===== src/design/rbt_pkg.sv =====
package rbt_pkg;

  // result symbol codes
  localparam logic [1:0] SYM_ZERO  = 2'd0;
  localparam logic [1:0] SYM_PLUS  = 2'd1;
  localparam logic [1:0] SYM_MINUS = 2'd2;
  localparam logic [1:0] SYM_POINT = 2'd3;

  // powers of three held in the table, and the index width
  localparam int NUM_POW = 40;
  localparam int PIDX_W  = 6;
  localparam int CNT_W   = 7;

  typedef enum logic [3:0] {
    ST_IDLE,
    ST_CHECK,
    ST_GCD,
    ST_DIV,
    ST_SCAN,
    ST_PREP,
    ST_DECIDE,
    ST_LEAD,
    ST_DIGITS,
    ST_POINT,
    ST_FAIL
  } rbt_state_t;

  typedef enum logic [2:0] {
    EM_NONE,
    EM_LEAD,
    EM_DIGIT,
    EM_POINT,
    EM_ERROR
  } emit_op_t;

  typedef struct packed {
    logic     take;
    logic     gcd_step;
    logic     div_init;
    logic     div_step;
    logic     scan_step;
    logic     prep;
    emit_op_t emit;
  } rbt_cmd_t;

  typedef struct packed {
    logic d_zero;
    logic gcd_done;
    logic div_last;
    logic scan_last;
    logic fail;
    logic lead;
    logic ni_zero;
    logic nf_zero;
    logic pos_zero;
    logic pos_at_point;
    logic slot_free;
  } rbt_status_t;

  function automatic logic [63:0] pow3(input logic [PIDX_W-1:0] idx);
    logic [63:0] p;
    begin
      case (idx)
        6'd0:  p = 64'd1;
        6'd1:  p = 64'd3;
        6'd2:  p = 64'd9;
        6'd3:  p = 64'd27;
        6'd4:  p = 64'd81;
        6'd5:  p = 64'd243;
        6'd6:  p = 64'd729;
        6'd7:  p = 64'd2187;
        6'd8:  p = 64'd6561;
        6'd9:  p = 64'd19683;
        6'd10: p = 64'd59049;
        6'd11: p = 64'd177147;
        6'd12: p = 64'd531441;
        6'd13: p = 64'd1594323;
        6'd14: p = 64'd4782969;
        6'd15: p = 64'd14348907;
        6'd16: p = 64'd43046721;
        6'd17: p = 64'd129140163;
        6'd18: p = 64'd387420489;
        6'd19: p = 64'd1162261467;
        6'd20: p = 64'd3486784401;
        6'd21: p = 64'd10460353203;
        6'd22: p = 64'd31381059609;
        6'd23: p = 64'd94143178827;
        6'd24: p = 64'd282429536481;
        6'd25: p = 64'd847288609443;
        6'd26: p = 64'd2541865828329;
        6'd27: p = 64'd7625597484987;
        6'd28: p = 64'd22876792454961;
        6'd29: p = 64'd68630377364883;
        6'd30: p = 64'd205891132094649;
        6'd31: p = 64'd617673396283947;
        6'd32: p = 64'd1853020188851841;
        6'd33: p = 64'd5559060566555523;
        6'd34: p = 64'd16677181699666569;
        6'd35: p = 64'd50031545098999707;
        6'd36: p = 64'd150094635296999121;
        6'd37: p = 64'd450283905890997363;
        6'd38: p = 64'd1350851717672992089;
        6'd39: p = 64'd4052555153018976267;
        default: p = 64'd0;
      endcase
      return p;
    end
  endfunction

endpackage


===== src/design/rbt_ctrl.sv =====
module rbt_ctrl import rbt_pkg::*; (
  input  logic        clk,
  input  logic        rst,
  input  logic        in_valid,
  input  rbt_status_t status,
  output rbt_cmd_t    cmd
);

  rbt_state_t state, state_next;

  always_ff @(posedge clk) begin
    if (rst) begin
      state <= ST_IDLE;
    end else begin
      state <= state_next;
    end
  end

  always_comb begin
    state_next = state;
    unique case (state)
      ST_IDLE:   if (in_valid) state_next = ST_CHECK;
      ST_CHECK:  state_next = status.d_zero ? ST_FAIL : ST_GCD;
      ST_GCD:    if (status.gcd_done) state_next = ST_DIV;
      ST_DIV:    if (status.div_last) state_next = ST_SCAN;
      ST_SCAN:   if (status.scan_last) state_next = ST_PREP;
      ST_PREP:   state_next = ST_DECIDE;
      ST_DECIDE: begin
        if (status.fail) state_next = ST_FAIL;
        else if (status.lead) state_next = ST_LEAD;
        else state_next = ST_DIGITS;
      end
      ST_LEAD: begin
        if (status.slot_free) begin
          if (!status.ni_zero) state_next = ST_DIGITS;
          else if (!status.nf_zero) state_next = ST_POINT;
          else state_next = ST_IDLE;
        end
      end
      ST_DIGITS: begin
        if (status.slot_free) begin
          if (status.pos_zero) state_next = ST_IDLE;
          else if (status.pos_at_point) state_next = ST_POINT;
        end
      end
      ST_POINT:  if (status.slot_free) state_next = ST_DIGITS;
      ST_FAIL:   if (status.slot_free) state_next = ST_IDLE;
      default:   state_next = ST_IDLE;
    endcase
  end

  always_comb begin
    cmd = '{take: 1'b0, gcd_step: 1'b0, div_init: 1'b0, div_step: 1'b0,
            scan_step: 1'b0, prep: 1'b0, emit: EM_NONE};
    unique case (state)
      ST_IDLE:   cmd.take = 1'b1;
      ST_CHECK:  ;
      ST_GCD: begin
        if (status.gcd_done) cmd.div_init = 1'b1;
        else cmd.gcd_step = 1'b1;
      end
      ST_DIV:    cmd.div_step = 1'b1;
      ST_SCAN:   cmd.scan_step = 1'b1;
      ST_PREP:   cmd.prep = 1'b1;
      ST_DECIDE: ;
      ST_LEAD:   if (status.slot_free) cmd.emit = EM_LEAD;
      ST_DIGITS: if (status.slot_free) cmd.emit = EM_DIGIT;
      ST_POINT:  if (status.slot_free) cmd.emit = EM_POINT;
      ST_FAIL:   if (status.slot_free) cmd.emit = EM_ERROR;
      default:   ;
    endcase
  end

endmodule


===== config.mk =====
export PLATFORM = sky130hd
export DESIGN_NAME = rbt_ctrl
export DESIGN_NICKNAME = d
export VERILOG_FILES = /design/src/design/rbt_pkg.sv /design/src/design/rbt_ctrl.sv
export SDC_FILE = /design/constraint.sdc
export NUM_CORES = 1
export LEC_CHECK = 0
export BUFFER_PORTS_ARGS = -buffer_cell sky130_fd_sc_hd__buf_4
export CORE_AREA = 2 2 39 41
export CTS_CLUSTER_SIZE = 10
export DETAILED_ROUTE_END_ITERATION = 7
export DIE_AREA = 0 0 41 43
export PLACE_DENSITY = 0.63
export SYNTH_ARGS = -nofsm -noshare
export SYNTH_HDL_FRONTEND = slang
export SYNTH_SLANG_ARGS = --single-unit

===== constraint.sdc =====
create_clock -name clk -period 2.1 [get_ports clk]
set_clock_uncertainty 0.1 [all_clocks]
set_input_delay 0.315 -clock clk [delete_from_list [all_inputs] [get_ports clk]]
set_output_delay 0.315 -clock clk [all_outputs]
set_load 0.02 [all_outputs]

Word level (Yosys, flattened, before mapping)
Index checks and enable logic that the tools add are counted.

Equal/unequal tests: 19. Mux-type cells: 28. Reduce and logical (&&, ||, !) cells: 2.

Operator list (count): $mux W4 (15); $pmux W4 S11 (1); $eq A4 B3 Y1 const B (4); $ne A2 B2 Y1 const B (8); $eq A4 B4 Y1 const B (3); $pmux W3 S4 (1); $reduce_and A9 Y1 (1); $eq A4 B2 Y1 const B (2); $mux W1 (7); $mux W2 (3); $eq A4 B1 Y1 const B (1); $logic_not A4 Y1 (1); $mux W3 (1); $ne A3 B3 Y1 const B (1).

Register bits: 4. Input port bits: 14. Logic and storage cells: 50.

Logic depth before layout (Yosys ltp)
Gate-level depths: netlist of the first run.

Word-level depth: 4. Depth in mapped cells: 6.

Worst setup path after synthesis of the first run
Ideal clock, no wire load.

Path type: register -> output. Start: register state[0]. End: output cmd[7] in the netlist's numbering. Data arrival time: 1.356 ns. Data required time: 1.685 ns. Path slack: 0.329 ns. Cell stages (with the launch flop): 4. Buffers on the path: 2. Cell sequence: dfxtp_1 -> buf_2 -> clkbuf_1 -> nor4_1.

RTL lines: from (decl) (RTL line rbt_ctrl.sv:9) `rbt_state_t state, state_next;`; from (signal assigned) (RTL line rbt_ctrl.sv:15) `state <= state_next;`; to (decl) (RTL line rbt_ctrl.sv:6) `output rbt_cmd_t cmd`.

Worst setup path in the final report of the first run
Start: register state[3]. End: register state[3].

Longest elaborated chain between the ends: 3. Elaborated cells between the ends (all ways): 22. Those cells by class: eq/ne (19); mux (1); reduce/logical (2).

RTL lines: $eq A4 B4 Y1, or another cell as far along (RTL line rbt_ctrl.sv:21) `unique case (state)`; $ne A3 B3 Y1 (no source line) or $ne A2 B2 Y1 (tied branches); $reduce_and A9 Y1 (no source line).

Parallel ways exist; a longest one is shown, timed or not. A chain may end at the register's enable or synchronous reset.

==> results.ini, run 1 <==
[critical_path]
crit_buf_inv=0
cp_data_arrival_time_ns=2.04
cp-start-kind=register
crit_path_cell_trace=or4b_1, o31ai_1, o22ai_1, or4_1, o21ai_1
worstPathRequired_ns=2.16
cp_slowest_stage_delay_ns=0.55
slowest_stage=or4b_1
crit_type=register to register
end_kind=register
crit_fanout=13
cp_top_family=simple AND/OR/NAND/NOR gates

[cts]
cts_htree_levels=1
cts_hold_buf=0
cts.sinks=4
cts.path.max_buffers=2
ctsResizeCount=0
cts_tree=built
clkLatencyLatePin_ns=0.23
clk_pin_slew_ns=0.04
cts-root-buf=clkbuf_4
post_cts_buffers=0
cts_made_buffers=3

[synthesis]
syn_area_sq_um=467
syn_nets=85
ys_types=29
yosys.area.top_type=dfxtp_1
ys_ff_latch=4
syn_inst=71
ys_seq_area_frac=0.172
synth_top_area_frac=0.172
syn_area_per_cell_sq_um=6.57
ys_warn_count=0
ys_top_cells_by_area=dfxtp_1, nand2b_1, nor2_1

[floorplanning]
pin_count=23
rows=14
dieArea_sq_um=1760
die_x_microns=41
fp.coreArea_sq_um=1380
fp.dieH_microns=43
start_util=0.337

[place]
gp_congestion=0.864
place.detailed.hpwl_microns=1030
port-buffer-count=22

[global_routing]
antenna_found_initial=0
grt.overflow.total=0
grtUsageTotal=0.175
first_global_vias=494
grt_max_degree=14
grt_pass1_wl_microns=2150

[outcome]
status=finished clean

[timing]
slew_viol_final=0
finalCriticalPeriod_ns=1.98
hold_viol_final=0
final-setup-viol-count=0
worstMarginPinSlew_ns=0.385
grt_setup_unrepaired=no
setup_tns_ns=0
fmax_ghz=0.506
relSlewSlack=0.743
min_period_over_period=0.941

[drt]
num_vias=587
viasPerCell=5.34
ant_nets=0
first_pass_iters=4
drc_errors=0
initialDrtViolationCount=15
wl_microns=1300
detail_route.wl_per_cell_microns=11.8

[power]
p_leak_nw=0.293
max-vdd-ir-drop_mv=0.478
cellPowerDensity_nw_per_um2=1030

[min_path]
hold_path.class=input port to register

[final_layout]
multiInputGateArea_sq_um=357
postLayoutCoreUtil=0.493
regMostFlops=state
num-fill-cells=142
top_regs=state: 4 flops
syn_to_final_growth_pct=46.1
diodes=0
seq_area_sq_um=80.1
largest_reg_flops=4
fin_nets=110
drive_above_1_share=0.351

[run]
drv_cap=0

-- area by class of cell --
class	instances	area share
inverters	2	0.0110
multi-input cells	59	0.523
clock buffers	3	0.0330
flip-flops and latches	4	0.117
repair buffers	26	0.286
well taps	16	0.0294
-- metrics by stage --
step	power, mW	hold slack [ns]	instances	setup slack [ns]	area [sq um]
global route	0.766	0.165	110	0.0285	682
finish	0.701	0.170	110	0.124	682
floorplan	0.456	0.284	71	0.329	467
CTS	0.704	0.160	110	0.113	677
detailed placement	0.603	0.411	107	0.130	654
global placement	0.604	0.411	107	0.134	654
-- cell usage in the layout (no fill, tap or decap), drive strengths merged --
cell | synthesis | routed
a211oi | 3 | 3
a21oi | 2 | 2
a221o | 1 | 1
a22oi | 1 | 1
and3 | 2 | 2
buf | 4 | 26
clkbuf | 2 | 3
clkinv | 1 | 1
dfxtp | 4 | 4
inv | 1 | 1
mux2 | 1 | 1
mux2i | 1 | 1
nand2 | 7 | 7
nand2b | 6 | 6
nand3 | 1 | 1
nand3b | 1 | 1
nor2 | 9 | 9
nor2b | 2 | 2
nor3 | 3 | 3
nor4 | 3 | 3
o21ai | 4 | 4
o22ai | 2 | 2
o31ai | 2 | 2
o32ai | 1 | 1
or2b | 2 | 2
or3 | 2 | 2
or4 | 2 | 2
or4b | 1 | 1
-- path summary, 6_finish.rpt --
kind / from / to / slack [ns] / depth (start not counted)
worst min register to register: state[3]$_SDFFE_PP0P_ / state[3]$_SDFFE_PP0P_ / 0.53 / 2
worst min-delay path: rst / state[2]$_SDFFE_PP0P_ / 0.17 / 2
worst max-delay path: state[3]$_SDFFE_PP0P_ / state[3]$_SDFFE_PP0P_ / 0.12 / 5
worst max register to register: state[3]$_SDFFE_PP0P_ / state[3]$_SDFFE_PP0P_ / 0.12 / 5
-- where the power goes --
part	switching (mW)	internal, mW
Combinational	0.235	0.211
Clock	0.0311	0.0639
Sequential	0.0581	0.102
Total	0.324	0.377
-- Yosys cell counts --
library cell  number
nor4_1             3
nand2b_1           6
o32ai_1            1
nand3_1            1
clkinv_1           1
buf_2              4
nor2b_1            2
nor3_1             3
or4b_1             1
a221o_1            1
o21ai_0            2
mux2_2             1
inv_1              1
and3_1             2
o21ai_1            2
o31ai_1            2
or3_1              2
or4_1              2
mux2i_1            1
o22ai_1            2
or2b_2             2
a22oi_1            1
dfxtp_1            4
clkbuf_1           2
nand2_1            7
a211oi_1           3
nor2_1             9
nand3b_1           1
a21oi_1            2
-- cell families (layout without fill, tap and decap cells) --
kind of cell	after synthesis	count (layout)	synth area share
AOI/OAI and AO/OA	16	16	0.228
buffers and inverters	8	31	0.0751
DFF	4	4	0.172
muxes	2	2	0.0456
and+or+nand+nor	41	41	0.480
-- worst reg2reg max path: stages, from the launching register on --
cell     delay, ns
dfxtp_1       0.54
or4b_1        0.56
o31ai_1       0.10
o22ai_1       0.12
or4_1         0.41
o21ai_1       0.08
-- routing by layer --
layer  global-route usage  vias to the layer above  part of all wire
met3               0.0628                        0             0.054
met5                    0                        -                 0
li1                     -                      309                 -
met1                0.228                      262              0.46
met4               0.0200                        0                 0
met2                0.275                       16              0.48
No activity file was read; power rests on OpenSTA's default activity.
==> run 2: changes to the inputs <==
--- a/config.mk
+++ b/config.mk
@@ -10,7 +10,7 @@
 export CTS_CLUSTER_SIZE = 10
 export DETAILED_ROUTE_END_ITERATION = 7
 export DIE_AREA = 0 0 41 43
-export PLACE_DENSITY = 0.63
+export PLACE_DENSITY = 0.65
 export SYNTH_ARGS = -nofsm -noshare
 export SYNTH_HDL_FRONTEND = slang
 export SYNTH_SLANG_ARGS = --single-unit
==> run 2 against run 1 <==
Register-to-register slack better by 0.09 ns. Critical endpoint is now state[2]$_SDFFE_PP0P_. Sequential power down 9%. Flip-flop and latch count unchanged. Critical path depth unchanged. Highest routed layer unchanged. Clock power up 2.2%.
==> results.ini, run 2 (same netlist as run 1, synthesis figures left out) <==
[timing]
setup_tns_ns=0  ; unchanged
worstMarginPinSlew_ns=0.429  ; was 0.385 ns
slew_viol_final=0  ; unchanged
min_period_over_period=0.899  ; was 0.941
fmax_ghz=0.529  ; was 0.506 GHz
relSlewSlack=0.712  ; was 0.743
final-setup-viol-count=0  ; unchanged
hold_viol_final=0  ; unchanged
grt_setup_unrepaired=no  ; unchanged
finalCriticalPeriod_ns=1.89  ; was 1.98 ns

[critical_path]
cp_data_arrival_time_ns=1.95  ; was 2.04 ns
crit_fanout=9  ; was 13
critPathLaunch=state[0]$_SDFFE_PP0P_  ; was state[3]$_SDFFE_PP0P_
end_kind=register  ; unchanged
r2r-start=state[0]$_SDFFE_PP0P_  ; was state[3]$_SDFFE_PP0P_
worstPathRequired_ns=2.16  ; about the same
cp-start-kind=register  ; unchanged
crit_type=register to register  ; unchanged

[floorplanning]
pin_count=23  ; unchanged
start_util=0.337  ; unchanged
fp.dieH_microns=43  ; unchanged
fp.coreArea_sq_um=1380  ; unchanged
die_x_microns=41  ; unchanged
dieArea_sq_um=1760  ; unchanged
rows=14  ; unchanged

[global_routing]
grt_max_degree=11  ; was 14
antenna_found_initial=0  ; unchanged
grt.overflow.total=0  ; unchanged
first_global_vias=499  ; was 494
grt_pass1_wl_microns=2030  ; was 2150 microns
grtUsageTotal=0.168  ; was 0.175

[final_layout]
stdcell_count=111  ; was 110
postLayoutCoreUtil=0.495  ; was 0.493
drive_above_1_share=0.347  ; was 0.351
regMostFlops=state  ; unchanged
final_cell_area_sq_um=684  ; was 682 sq um
top_regs=state: 4 flops  ; unchanged
syn_to_final_growth_pct=46.6  ; was 46.1%
diodes=0  ; unchanged
final_cell_mix=buf_4, nor2_1, nand2_1, nand2b_1, dfxtp_1  ; unchanged
largest_reg_flops=4  ; unchanged
layout_commonest_cell=buf_4  ; unchanged
num-fill-cells=155  ; was 142
fin_nets=111  ; was 110

[drt]
viasPerCell=5.34  ; about the same
ant_nets=0  ; unchanged
first_pass_iters=4  ; unchanged
num_vias=593  ; was 587
wl_microns=1290  ; was 1300 microns
initialDrtViolationCount=2  ; was 15
drc_errors=0  ; unchanged
detail_route.wl_per_cell_microns=11.6  ; was 11.8 microns

[cts]
cts.path.max_buffers=2  ; unchanged
cts_made_buffers=3  ; unchanged
clkLatencyLatePin_ns=0.24  ; was 0.23 ns
ctsResizeCount=0  ; unchanged
cts-root-buf=clkbuf_4  ; unchanged
cts_tree=built  ; unchanged
post_cts_buffers=0  ; unchanged
clk_pin_slew_ns=0.04  ; about the same
cts_htree_levels=1  ; unchanged
cts.sinks=4  ; unchanged
cts_hold_buf=0  ; unchanged

[power]
max-vdd-ir-drop_mv=0.462  ; was 0.478 mV
total_power_uw=708  ; was 701 uW
p_seq_frac=0.206  ; was 0.228
switching_share=0.456  ; was 0.463
clock_power_share=0.137  ; was 0.136
comb_power_share=0.657  ; was 0.636
intPower_uw=385  ; was 377 uW
cellPowerDensity_nw_per_um2=1030  ; about the same
switchingPower_uw=323  ; was 324 uW
p_leak_nw=0.296  ; was 0.293 nW

[run]
drv_cap=0  ; unchanged

[place]
port-buffer-count=22  ; unchanged
place.detailed.hpwl_microns=1020  ; was 1030 microns
post-place-cells=108  ; was 107
place_area_sq_um=662  ; was 654 sq um
gp_congestion=0.799  ; was 0.864

[min_path]
min-delay-start=rst  ; unchanged
hold_path.class=input port to register  ; unchanged

[outcome]
status=finished clean  ; unchanged

[run 2: critical path: stages, from the launching register on]
cell	delay, ns
dfxtp_1	0.48
nand2_1	0.11
mux2i_1	0.13
a221o_1	0.36
or4_1	0.49
a21oi_1	0.14
[run 2: metal layers]
layer,global-route usage,share of wire
met1,0.203,0.44
met2,0.269,0.50
met3,0.0471,0.061
met4,0.0600,0
met5,0,0
[run 2: power by group through the flow]
stage	Clock, mW	Combinational (mW)	Sequential (mW)
3_3_place_gp	0	0.461	0.146
2_1_floorplan	0	0.343	0.113
5_1_grt	0.106	0.518	0.150
6_report	0.0971	0.465	0.146
4_1_cts	0.101	0.466	0.145
3_5_place_dp	0	0.464	0.147
[run 2: per-stage QoR]
stage,worst slack [ns],hold slack (ns)
floorplan,0.329,0.284
detailed placement,0.236,0.418
CTS,0.216,0.163
global route,0.110,0.172
finish,0.211,0.169
global placement,0.230,0.418
[run 2: final cells by class]
cell class              count  area, sq um  area share
multi-input cells          59          352       0.514
repair buffers             27          203       0.296
inverters                   2         7.51      0.0110
clock buffers               3         22.5      0.0329
well taps                  16         20.0      0.0293
flip-flops and latches      4         80.1       0.117
[run 2: worst paths after layout]
path | end | slack, ns | cells past startpoint
setup / recovery | state[2]$_SDFFE_PP0P_ | 0.21 | 5
hold / removal | state[0]$_SDFFE_PP0P_ | 0.17 | 2
setup reg to reg | state[2]$_SDFFE_PP0P_ | 0.21 | 5
hold reg to reg | state[3]$_SDFFE_PP0P_ | 0.60 | 3
==> run 3: changes to the inputs <==
==> constraint.sdc (replaced) <==
create_clock -name clk -period 2.35 [get_ports clk]
set_clock_uncertainty 0.1 [all_clocks]
set_input_delay 0.3525 -clock clk [delete_from_list [all_inputs] [get_ports clk]]
set_output_delay 0.3525 -clock clk [all_outputs]
set_load 0.02 [all_outputs]
==> run 3 against run 2 <==
Hold slack gained 0.040 ns. Final cell count shrank 1.8%. Routed wire length shrank 3.3%. Register-to-register slack gained 0.07 ns. Setup slack gained 0.071 ns. First-iteration DRC count grew 50%. Die area is the same. Power shrank 13%. Combinational power shrank 17%. Flip-flop and latch count is the same. Critical path type unchanged. Critical endpoint unchanged. Largest cell class unchanged.
==> results.ini, run 3 (same netlist as run 1, synthesis figures left out) <==
[outcome]
status=finished clean  ; unchanged

[floorplanning]
dieArea_sq_um=1760  ; unchanged
start_util=0.337  ; unchanged
fp.dieH_microns=43  ; unchanged
pin_count=23  ; unchanged
rows=14  ; unchanged
die_x_microns=41  ; unchanged
fp.coreArea_sq_um=1380  ; unchanged

[global_routing]
met2_usage=0.266  ; was 0.269
antenna_found_initial=0  ; unchanged
use_met1=0.193  ; was 0.203
globalRouteMet3Util=0.0314  ; was 0.0471
grt.overflow.total=0  ; unchanged
first_global_vias=499  ; unchanged
grtUsageTotal=0.164  ; was 0.168
grt_pass1_wl_microns=2000  ; was 2030 microns
grt_max_degree=16  ; was 11
grt-busiest-layer=met2  ; unchanged

[drt]
detail_route.wl_per_cell_microns=11.4  ; was 11.6 microns
drc_errors=0  ; unchanged
first_pass_iters=3  ; was 4
ant_nets=0  ; unchanged
initialDrtViolationCount=3  ; was 2
num_vias=575  ; was 593
wl_microns=1250  ; was 1290 microns
viasPerCell=5.28  ; was 5.34

[min_path]
hold_path.class=input port to register  ; unchanged

[cts]
cts.path.max_buffers=2  ; unchanged
ctsResizeCount=0  ; unchanged
cts.sinks=4  ; unchanged
clkLatencyLatePin_ns=0.24  ; about the same
clk_pin_slew_ns=0.04  ; about the same
cts_made_buffers=3  ; unchanged
post_cts_buffers=0  ; unchanged
cts_htree_levels=1  ; unchanged
cts_hold_buf=0  ; unchanged
cts-root-buf=clkbuf_4  ; unchanged
cts_tree=built  ; unchanged

[timing]
worstMarginPinSlew_ns=0.425  ; was 0.429 ns
finalCriticalPeriod_ns=2.07  ; was 1.89 ns
slew_viol_final=0  ; unchanged
hold_viol_final=0  ; unchanged
relSlewSlack=0.716  ; was 0.712
grt_setup_unrepaired=no  ; unchanged
final-setup-viol-count=0  ; unchanged
min_period_over_period=0.880  ; was 0.899
setup_tns_ns=0  ; unchanged
fmax_ghz=0.484  ; was 0.529 GHz

[final_layout]
fin_nets=109  ; was 111
seq_area_sq_um=80.1  ; unchanged
diodes=0  ; unchanged
final_cell_area_sq_um=669  ; was 684 sq um
drive_above_1_share=0.333  ; was 0.347
final_cell_mix=buf_4, nor2_1, nand2_1, nand2b_1, dfxtp_1  ; unchanged
num-fill-cells=146  ; was 155
largest_reg_flops=4  ; unchanged
syn_to_final_growth_pct=43.4  ; was 46.6%
top_regs=state: 4 flops  ; unchanged
multiInputGateArea_sq_um=352  ; unchanged
regMostFlops=state  ; unchanged
layout_commonest_cell=buf_4  ; unchanged

[critical_path]
cp-start-kind=register  ; unchanged
crit_path_cell_trace=or2b_2, o22ai_1, a221o_1, or4_1, a21oi_1  ; was nand2_1, mux2i_1, a221o_1, or4_1, a21oi_1
slowest_stage=dfxtp_1  ; was or4_1
cp_slowest_stage_delay_ns=0.57  ; was 0.49 ns
crit_type=register to register  ; unchanged
crit_fanout=15  ; was 9
end_kind=register  ; unchanged
worstPathRequired_ns=2.42  ; was 2.16 ns
cp_data_arrival_time_ns=2.14  ; was 1.95 ns

[place]
place_area_sq_um=647  ; was 662 sq um
port-buffer-count=22  ; unchanged
place.detailed.hpwl_microns=979  ; was 1020 microns
gp_congestion=0.766  ; was 0.799

[run]
drv_cap=0  ; unchanged

[power]
max-vdd-ir-drop_mv=0.329  ; was 0.462 mV
cellPowerDensity_nw_per_um2=922  ; was 1030 nW/um^2
p_leak_nw=0.285  ; was 0.296 nW

[run 3: cell count changes in the layout (fill, tap and decap cells not counted)]
cell	previous run	this run
buf_4	27	25
[run 3: critical path: cells and delay by family, from the launching register on]
family | cells | cell delay [ns]
DFF | 1 | 0.57
AOI/OAI and AO/OA | 3 | 0.63
and+or+nand+nor | 2 | 0.70
[run 3: worst paths after layout]
path | startpoint | endpoint | slack (ns) | cells past startpoint
max reg2reg | state[2]$_SDFFE_PP0P_ | state[2]$_SDFFE_PP0P_ | 0.28 | 5
min | rst | state[2]$_SDFFE_PP0P_ | 0.21 | 2
min reg2reg | state[3]$_SDFFE_PP0P_ | state[3]$_SDFFE_PP0P_ | 0.53 | 2
max | state[2]$_SDFFE_PP0P_ | state[2]$_SDFFE_PP0P_ | 0.28 | 5
[run 3: layer usage]
| metal | routed length [microns] | share of wire |
|---|---|---|
| met2 | 573 | 0.46 |
| met5 | 0 | 0 |
| met3 | 71 | 0.057 |
| met1 | 585 | 0.47 |
| met4 | 14 | 0.011 |
[run 3: cell type report]
cell class / count / area share
sequential: 4 / 0.120
timing repair buffer: 25 / 0.280
tap: 16 / 0.0299
inverter: 2 / 0.0112
multi-input combinational: 59 / 0.525
clock buffer: 3 / 0.0336
[run 3: power by group]
part / switching [mW] / internal (mW)
Sequential: 0.0560 / 0.0908
Clock: 0.0293 / 0.0572
Combinational: 0.199 / 0.185
Total: 0.284 / 0.333
[run 3: stage by stage]
stage	std cells	setup slack (ns)	power [mW]	utilization	hold slack, ns
5_1_grt	109	0.189	0.676	0.484	0.215
3_3_place_gp	106	0.329	0.531	0.467	0.450
4_1_cts	109	0.296	0.620	0.484	0.207
2_1_floorplan	71	0.542	0.407	-	0.322
6_report	109	0.282	0.617	0.484	0.209
3_5_place_dp	106	0.309	0.531	0.467	0.450
